### config.mk
export PLATFORM = sky130hd
export DESIGN_NAME = rsrg_ctrl
export DESIGN_NICKNAME = d
export VERILOG_FILES = /design/src/sv/rsrg_pkg.sv /design/src/sv/rsrg_ctrl.sv
export SDC_FILE = /design/constraint.sdc
export NUM_CORES = 1
export LEC_CHECK = 0
export BUFFER_PORTS_ARGS = -buffer_cell sky130_fd_sc_hd__buf_2
export CORE_AREA = 5 5 42 44
export DETAILED_ROUTE_END_ITERATION = 12
export DIE_AREA = 0 0 47 49
export SYNTH_ARGS = -nofsm -noshare
export SYNTH_HDL_FRONTEND = slang
export SYNTH_SLANG_ARGS = --single-unit
### constraint.sdc
create_clock -name clk -period 1.7 [get_ports clk]
set_clock_uncertainty 0.2 [all_clocks]
set_input_delay 0.255 -clock clk [delete_from_list [all_inputs] [get_ports clk]]
set_output_delay 0.255 -clock clk [all_outputs]
set_load 0.01 [all_outputs]
### src/sv/rsrg_pkg.sv
// Package for the RGBW sine rainbow generator: payload structs, register
// indexes, command and status types. No dependencies.
package rsrg_pkg;

  typedef struct packed {
    logic        func;
    logic [31:0] tick_time;
    logic [15:0] load_red;
    logic [15:0] load_green;
    logic [15:0] load_blue;
    logic [15:0] load_white;
  } in_item_t;

  typedef struct packed {
    logic [15:0] red_level;
    logic [15:0] green_level;
    logic [15:0] blue_level;
    logic [15:0] white_level;
  } out_item_t;

  localparam logic [2:0] REG_MODE   = 3'd0;
  localparam logic [2:0] REG_RED    = 3'd1;
  localparam logic [2:0] REG_GREEN  = 3'd2;
  localparam logic [2:0] REG_BLUE   = 3'd3;
  localparam logic [2:0] REG_PERIOD = 3'd4;
  localparam logic [2:0] REG_GAIN   = 3'd5;

  localparam logic FUNC_TICK = 1'b0;
  localparam logic FUNC_LOAD = 1'b1;

  typedef struct packed {
    logic       load;
    logic       chan_start;
    logic [1:0] chan;
    logic       div_step;
    logic       mul_step;
    logic       store;
  } rsrg_cmd_t;

  typedef struct packed {
    logic div_done;
  } rsrg_sts_t;

endpackage

### src/sv/rsrg_ctrl.sv
// Controller of the rainbow generator: sequences the three channels through
// divide, lookup, multiply and store. Uses rsrg_pkg.
module rsrg_ctrl (
  input  logic                clk,
  input  logic                rst_n,
  input  logic                in_fire,
  input  logic                in_func,
  input  logic                mode,
  input  logic                out_free,
  input  rsrg_pkg::rsrg_sts_t sts,
  output rsrg_pkg::rsrg_cmd_t cmd,
  output logic                busy,
  output logic                done
);
  import rsrg_pkg::*;

  typedef enum logic [2:0] {
    S_IDLE, S_START, S_DIV, S_ROM, S_MUL, S_STORE, S_DONE
  } state_t;

  state_t     state_r;
  logic [1:0] chan_r;

  always_ff @(posedge clk) begin
    if (!rst_n) begin
      state_r <= S_IDLE;
      chan_r  <= '0;
    end else begin
      unique case (state_r)
        S_IDLE: if (in_fire) begin
          chan_r <= '0;
          state_r <= (in_func == FUNC_TICK && mode) ? S_START : S_DONE;
        end
        S_START: state_r <= S_DIV;
        S_DIV:   if (sts.div_done) state_r <= S_ROM;
        S_ROM:   state_r <= S_MUL;
        S_MUL:   state_r <= S_STORE;
        S_STORE: begin
          if (chan_r == 2'd2) state_r <= S_DONE;
          else begin
            chan_r <= chan_r + 2'd1;
            state_r <= S_START;
          end
        end
        S_DONE:  if (out_free) state_r <= S_IDLE;
        default: state_r <= S_IDLE;
      endcase
    end
  end

  always_comb begin
    cmd.load       = in_fire && in_func == FUNC_LOAD;
    cmd.chan_start = state_r == S_START;
    cmd.chan       = chan_r;
    cmd.div_step   = state_r == S_DIV;
    cmd.mul_step   = state_r == S_MUL;
    cmd.store      = state_r == S_STORE;
  end

  assign busy = state_r != S_IDLE;
  assign done = state_r == S_DONE && out_free;

  a_chan: assert property (@(posedge clk) disable iff (!rst_n) chan_r != 2'd3)
    else $error("channel index out of range");
  a_store: assert property (@(posedge clk) disable iff (!rst_n)
    cmd.store |-> $past(cmd.mul_step)) else $error("store without multiply");
  a_idle: assert property (@(posedge clk) disable iff (!rst_n)
    in_fire |-> !busy) else $error("accept while busy");
endmodule
==> results of run 1 <==
layer usage:
metal / global-route usage [%] / part of all wire, % / vias to the layer above
li1: - / - / 217
met1: 11.9 / 49 / 185
met2: 11.8 / 43 / 12
met3: 2.21 / 6.0 / 2
met4: 6.91 / 1.5 / 0
met5: 0 / 0 / -
stage by stage:
step	hold WS (ps)	total power, mW	setup TNS (ps)	utilization [%]	area, um2
after floorplan	173	0.551	0	-	420
after global placement	258	0.674	0	36.7	514
after detailed placement	272	0.674	0	36.7	514
after CTS	28.8	0.831	-13.3	38.8	544
after global routing	34.2	0.934	-0.729	40.7	571
final	36.5	0.870	0	40.7	571
cell usage after synthesis, drive strengths merged:
cell type  number
inv             2
a32oi           1
a21boi          1
mux2            1
and2            2
nand3b          4
ha              1
nor2            4
and3b           1
or2b            1
o32ai           2
nor3b           1
dfxtp           5
a21o            1
mux2i           2
nand3           1
o311ai          1
nor3            1
a21oi           2
or3             1
or3b            2
nand2b          2
buf             3
nand2           4
o311a           1
or4             1
kinds of logic (layout without fill, tap and decap cells):
| family | Yosys count | in the layout | synth area share [%] |
|---|---|---|---|
| adders and majority gates | 1 | 1 | 2.98 |
| DFF | 5 | 5 | 23.8 |
| AOI/OAI and AO/OA | 9 | 9 | 21.1 |
| buffers and inverters | 5 | 25 | 7.44 |
| and+or+nand+nor | 25 | 25 | 37.2 |
| muxes | 3 | 3 | 7.44 |
layout make-up:
| cell class | count | area share (%) |
|---|---|---|
| Multi-Input combinational cell | 38 | 52.0 |
| Sequential cell | 5 | 19.5 |
| Timing Repair Buffer | 19 | 19.1 |
| Clock buffer | 4 | 4.61 |
| Tap cell | 16 | 3.51 |
| Inverter | 2 | 1.32 |
power by group through the flow:
| stage | Clock [mW] | Sequential, mW | Combinational (mW) |
|---|---|---|---|
| final | 0.140 | 0.225 | 0.504 |
| after global routing | 0.156 | 0.231 | 0.547 |
| after CTS | 0.148 | 0.227 | 0.455 |
| after detailed placement | 0 | 0.221 | 0.453 |
| after global placement | 0 | 0.222 | 0.452 |
| after floorplan | 0 | 0.184 | 0.366 |
critical path, cell delays in order (launching register included):
cell and delay (ps):
dfxtp_4 340, buf_4 150, or3_1 330, buf_2 140
final timing paths:
path,end,start,slack (ps)
worst min-delay path,state_r[2],out_free,40
worst max register to register,state_r[1],chan_r[0],110
worst max-delay path,busy,state_r[2],40
worst min register to register,chan_r[0],chan_r[0],270
repair_timing:
| action | 4_1_cts | 5_1_grt |
|---|---|---|
| gates resized for setup | 3 | 5 |
| buffers inserted | 0 | 1 |
| setup endpoints to repair | 4 | 2 |
sequential cells by signal, indices dropped and copies added (netlist names):
register  cells
chan_r        2
state_r       3
==> impl_metrics.yaml, run 1 <==
power:
  switching_share_pct: 40.3
  p_int_mw: 0.519
  p_leak_nw: 0.246
  power_density_nw_per_um2: 1530
  combPwrFrac_pct: 58.0
  vdd_drop_max_mv: 0.560
  p_seq_share_pct: 25.9
  p_sw_mw: 0.351
  clock_power_share_pct: 16.1
critical_path:
  cp_max_fo: 7
  cp.arrival_ps: 1210
  end_kind: "primary output"
  startpoint_type: "register"
  rr_worst_depth: 5
  crit_type: "reg -> out"
  critPathRequiredTime_ps: 1240
cells_and_area:
  layout_common_cells: "buf_2, nor2_1, nand2_1, nand3b_1"
  drive_gt1_share_pct: 50.0
  nets: 77
  n_fill_cell: 155
  multiInputGateArea_um2: 297
  final_cells: 84
  layout_commonest_cell: "buf_2"
  antenna_cells_inserted: 0
  regArea_um2: 111
  syn2layout_area_growth_pct: 35.7
clocking:
  clkTransAtPathRegs_ps: 40
  cts_root_buffer: "clkbuf_4"
  hold_buffers: 0
  cts_made_buffers: 3
  cts_sinks: 5
  tritoncts: "built"
  htreeDepth: 1
  clockBufferDepth: 2
  clk_latency_ps: 240
sta:
  finalWorstSetupSlack_ps: 37.0
  max_freq_mhz: 601
  min_period_over_period_pct: 97.8
  slew_viol_final: 0
  tightest_slew_ps: 338
  final-hold-violation-count: 0
  finalSetupViolations: 0
  slew_headroom_pct: 77.4
  period_needed_ps: 1660
placed_design:
  dp_hpwl_um: 777
  port_buffers: 15
  pre_cts_ws_ps: 111
  placed_cells: 79
  place_congestion: 0.791
synth:
  synth-seq-cells: 5
  postSynthCellCount: 48
  yosys-top-cells-area: "dfxtp_1, nand3b_1, mux2i_1, o311ai_2, o32ai_2"
  yosysWarnings: 0
  synth_cell_types: 31
  yosysTopAreaCell: "dfxtp_1"
  syn_nets: 56
  synth_top_area_share_pct: 23.8
  syn_area_per_cell_um2: 8.76
  ys_seq_area_share_pct: 23.8
  syn-cell-area_um2: 420
grt:
  grt_overflow_total: 0
  track_usage_pct: 8.94
  grt_pass1_vias: 374
  grt_pass1_wl_um: 1500
  grt_max_degree: 11
  antenna_found_initial: 0
detailed_routing:
  avgRoutedWirePerCell_um: 11.9
  antenna_left: 0
  drc: 0
  drt_first_iter_violations: 4
  vias_per_cell: 4.95
  vias: 416
  wl_um: 997
  drt-pass1-iter-count: 4
die:
  fp.dieH_um: 49
  ios: 16
  initial_core_util_pct: 30.0
  fp.dieArea_um2: 2300
  core_um2: 1400
  rows: 14
  die_w_um: 47
worst_hold_path:
  hold_path_depth: 2
  min_path_type: "in -> reg"
run:
  max-cap-violations: 0
status:
  status: "completed"
Power figures use the tool's default switching activity.
==> inputs of run 2 (changes only) <==
- SETUP_SLACK_MARGIN: not set -> 0.4
==> impl_metrics.yaml, run 2 (synthesis gave the netlist of run 1 again) <==
status:
  status: "completed"
critical_path:
  r2r_end: "state_r[1]"
  end_kind: "primary output"
  rr_startpoint: "state_r[1]"
  reg2reg_slack_ps: 220
  critPathRequiredTime_ps: 1240
  crit_type: "reg -> out"
  critPathMaxStageDelay_ps: 380
  cp.arrival_ps: 1100
  startpoint_type: "register"
  rr_worst_depth: 3
  critPathSlowestCell: "or3_4"
  cp_max_fo: 6
  worstPathCellList: "or3_4, buf_6"
placed_design:
  place_congestion: 0.751
  pre_cts_ws_ps: 138
  port_buffers: 15
  placed_cells: 77
  dp_hpwl_um: 740
clocking:
  clockBufferDepth: 2
  hold_buffers: 0
  tritoncts: "built"
  clk_latency_ps: 240
  cts_root_buffer: "clkbuf_4"
  cts_sinks: 5
  clkTransAtPathRegs_ps: 40
  cts_made_buffers: 3
  htreeDepth: 1
power:
  vdd_drop_max_mv: 0.904
  power_density_nw_per_um2: 1630
  p_leak_nw: 0.303
  total_power_mw: 1.17
die:
  initial_core_util_pct: 30.0
  fp.dieArea_um2: 2300
  ios: 16
  die_w_um: 47
  rows: 14
  core_um2: 1400
  fp.dieH_um: 49
grt:
  grt_use_met2_pct: 24.2
  grt_max_degree: 8
  grt-busiest-layer: "met2"
  grt_use_met3_pct: 1.11
  grt_overflow_total: 0
  grt_pass1_vias: 472
  antenna_found_initial: 0
  track_usage_pct: 13.4
  met1_usage_pct: 14.9
  grt_pass1_wl_um: 2260
cells_and_area:
  n_fill_cell: 144
  largest_register: "state_r"
  syn2layout_area_growth_pct: 69.6
  drive_gt1_share_pct: 70.7
  nets: 84
  antenna_cells_inserted: 0
  final_cells: 91
  layout_common_cells: "buf_2, buf_4, buf_6"
  largest_reg_flops: 3
  layout_commonest_cell: "buf_2"
  top_regs: "state_r (3), chan_r (2)"
sta:
  slew_viol_final: 0
  max_freq_mhz: 644
  min_period_over_period_pct: 91.4
  grt_setup_unrepaired: "true"
  final-hold-violation-count: 0
  tightest_slew_ps: 322
  period_needed_ps: 1550
  finalSetupViolations: 0
  setup_tns_ps: 0
  finalWorstSetupSlack_ps: 147
  slew_headroom_pct: 78.5
worst_hold_path:
  worstHoldStart: "out_free"
  hold_path_depth: 2
  min_path_type: "in -> reg"
  holdPathEnd: "state_r[2]"
detailed_routing:
  avgRoutedWirePerCell_um: 14.1
  drt_first_iter_violations: 2
  vias: 451
  vias_per_cell: 4.96
  antenna_left: 0
  drc: 0
  wl_um: 1290
  drt-pass1-iter-count: 3
run:
  max-cap-violations: 0
[run 2: where the power goes]
group	internal [mW]	switching, mW
Clock	0.0884	0.0435
Combinational	0.454	0.348
Sequential	0.169	0.0627
[run 2: area by class of cell]
class	count	area, um2	area share, %
Tap cell	16	20.0	2.81
Clock buffer	4	26.3	3.68
Multi-Input combinational cell	38	365	51.2
Sequential cell	5	113	15.8
Timing Repair Buffer	26	181	25.4
Inverter	2	7.51	1.05
[run 2: timing repair]
item | CTS | global route
endpoints found under the setup margin | 11 | 11
pin swaps | 5 | 3
gates resized for setup | 20 | 7
buffers inserted | 10 | 0
[run 2: how the worst max path moves through the flow]
stage | from | endpoint
after detailed placement | state_r[2] | state_r[2]
final | state_r[1] | busy
after global placement | state_r[2] | state_r[2]
after floorplan | chan_r[0] | state_r[1]
after global routing | state_r[1] | cmd[2]
after CTS | state_r[1] | busy
[run 2: critical path, delay by kind of cell (launching register included)]
family        cells  cell delay, ps
flops             1             360
simple gates      1             380
buf+inv           1             130
[run 2: per-layer routing]
| layer | up-vias | share of wire, % |
|---|---|---|
| met4 | 0 | 0 |
| met1 | 215 | 38 |
| met3 | 0 | 3.0 |
| li1 | 231 | - |
| met2 | 5 | 59 |
| met5 | - | 0 |
[run 2: through the flow]
| step | util [%] | hold WS [ps] | cell area (um2) |
|---|---|---|---|
| finish | 50.9 | 52.2 | 713 |
| global route | 50.9 | 63.4 | 713 |
| CTS | 48.9 | 40.0 | 686 |
| detailed placement | 37.9 | 269 | 532 |
| global placement | 37.9 | 265 | 532 |
| floorplan | - | 173 | 463 |
==> inputs of run 3 (changes only) <==
- BUFFER_PORTS_ARGS: -buffer_cell sky130_fd_sc_hd__buf_2 -> not set
- DONT_BUFFER_PORTS: not set -> 1
- REMOVE_ABC_BUFFERS: not set -> 1
==> impl_metrics.yaml, run 3 (synthesis gave the netlist of run 1 again) <==
grt:
  grt_pass1_vias: 470
  grt_use_met2_pct: 18.8
  grt_use_met3_pct: 4.06
  grt_max_degree: 8
  grt_overflow_total: 0
  grt_pass1_wl_um: 1940
  met1_usage_pct: 11.8
  antenna_found_initial: 0
  track_usage_pct: 11.9
  grt-busiest-layer: "met2"
detailed_routing:
  drt-pass1-iter-count: 4
  avgRoutedWirePerCell_um: 16.0
  drc: 0
  antenna_left: 0
  drt_first_iter_violations: 9
  vias: 443
  wl_um: 1290
  vias_per_cell: 5.47
critical_path:
  crit_type: "reg -> out"
  cp.arrival_ps: 1100
  end_kind: "primary output"
  rr_startpoint: "state_r[1]"
  cp_max_fo: 4
  rr_worst_depth: 4
  reg2reg_slack_ps: 200
  startpoint_type: "register"
  r2r_end: "state_r[2]"
  critPathSlowestCell: "or3_4"
  critPathMaxStageDelay_ps: 390
  critPathRequiredTime_ps: 1240
  worstPathCellList: "buf_6, or3_4"
sta:
  setup_tns_ps: 0
  finalSetupViolations: 0
  slew_viol_final: 0
  slew_headroom_pct: 74.9
  max_freq_mhz: 642
  final-hold-violation-count: 0
  min_period_over_period_pct: 91.7
  finalWorstSetupSlack_ps: 141
  grt_setup_unrepaired: "true"
  tightest_slew_ps: 375
  period_needed_ps: 1560
power:
  power_density_nw_per_um2: 1660
  combPwrFrac_pct: 68.6
  clock_power_share_pct: 12.2
  p_sw_mw: 0.453
  vdd_drop_max_mv: 0.845
  p_seq_share_pct: 19.1
  switching_share_pct: 40.1
  p_leak_nw: 0.254
  p_int_mw: 0.678
cells_and_area:
  layout_common_cells: "buf_4, nand2_1, nand3b_1"
  final_cell_area_um2: 681
  largest_register: "state_r"
  finish.utilization_pct: 48.6
  syn2layout_area_growth_pct: 61.9
  antenna_cells_inserted: 0
  nets: 74
  largest_reg_flops: 3
  top_regs: "state_r (3), chan_r (2)"
  layout_commonest_cell: "buf_4"
  drive_gt1_share_pct: 64.6
worst_hold_path:
  holdPathEnd: "state_r[1]"
  worstHoldStart: "rst_n"
  hold_path_depth: 2
  min_path_type: "in -> reg"
placed_design:
  pre_cts_ws_ps: 152
  dp_hpwl_um: 756
  place_congestion: 0.825
  post_dp_cell_area_um2: 462
  port_buffers: 0
die:
  ios: 16
  fp.dieH_um: 49
  rows: 14
  fp.dieArea_um2: 2300
  initial_core_util_pct: 30.0
  die_w_um: 47
  core_um2: 1400
clocking:
  cts_sinks: 5
  tritoncts: "built"
  cts_made_buffers: 3
  cts_root_buffer: "clkbuf_4"
  clockBufferDepth: 2
  clk_latency_ps: 240
  clkTransAtPathRegs_ps: 40
  htreeDepth: 1
status:
  status: "completed"
run:
  max-cap-violations: 0
run 3: worst max-delay path, delay by kind of cell (launching register included):
kind | cells | cell delay (ps)
AND/OR/NAND/NOR | 1 | 390
flip-flops | 1 | 350
buffers and inverters | 1 | 120
run 3: worst max-delay path by stage:
stage | start | endpoint | slack (ps) | depth (start not counted)
5_1_grt | state_r[1] | busy | 110 | 2
3_5_place_dp | chan_r[0] | state_r[1] | 150 | 5
3_3_place_gp | chan_r[0] | state_r[1] | 170 | 5
6_report | state_r[1] | busy | 140 | 2
2_1_floorplan | chan_r[0] | state_r[1] | 130 | 5
4_1_cts | state_r[1] | busy | 130 | 2
run 3: per-layer routing:
layer,vias up,share of wire (%),routed length [um]
li1,211,-,-
met1,213,38,491
met2,15,51,655
met3,4,8.0,103
met4,0,3.2,42
met5,-,0,0
run 3: stage by stage:
step                std cells  hold WS (ps)  power (mW)
global route               81          51.3        1.20
detailed placement         67           184       0.649
finish                     81          31.1        1.13
global placement           67           191       0.649
floorplan                  45           173       0.508
CTS                        77          9.49        1.01
run 3: timing repair:
item                       CTS  global route
pin swaps                    8             2
setup endpoints to repair   11            11
resized for setup           24             5
hold buffers                 2             0
hold endpoints to repair     3             0
buffers inserted             4             4
run 3: power groups by stage:
stage	Clock (mW)	Sequential, mW	Combinational (mW)
after detailed placement	0	0.207	0.442
after floorplan	0	0.232	0.276
after CTS	0.145	0.206	0.659
after global placement	0	0.207	0.442
after global routing	0.156	0.223	0.825
final	0.138	0.216	0.776
run 3: area by class of cell:
class	instances	area, um2
timing repair buffer	16	133
sequential	5	114
fill	136	721
multi-input combinational	38	380
clock buffer	4	26.3
inverter	2	7.51
tap	16	20.0
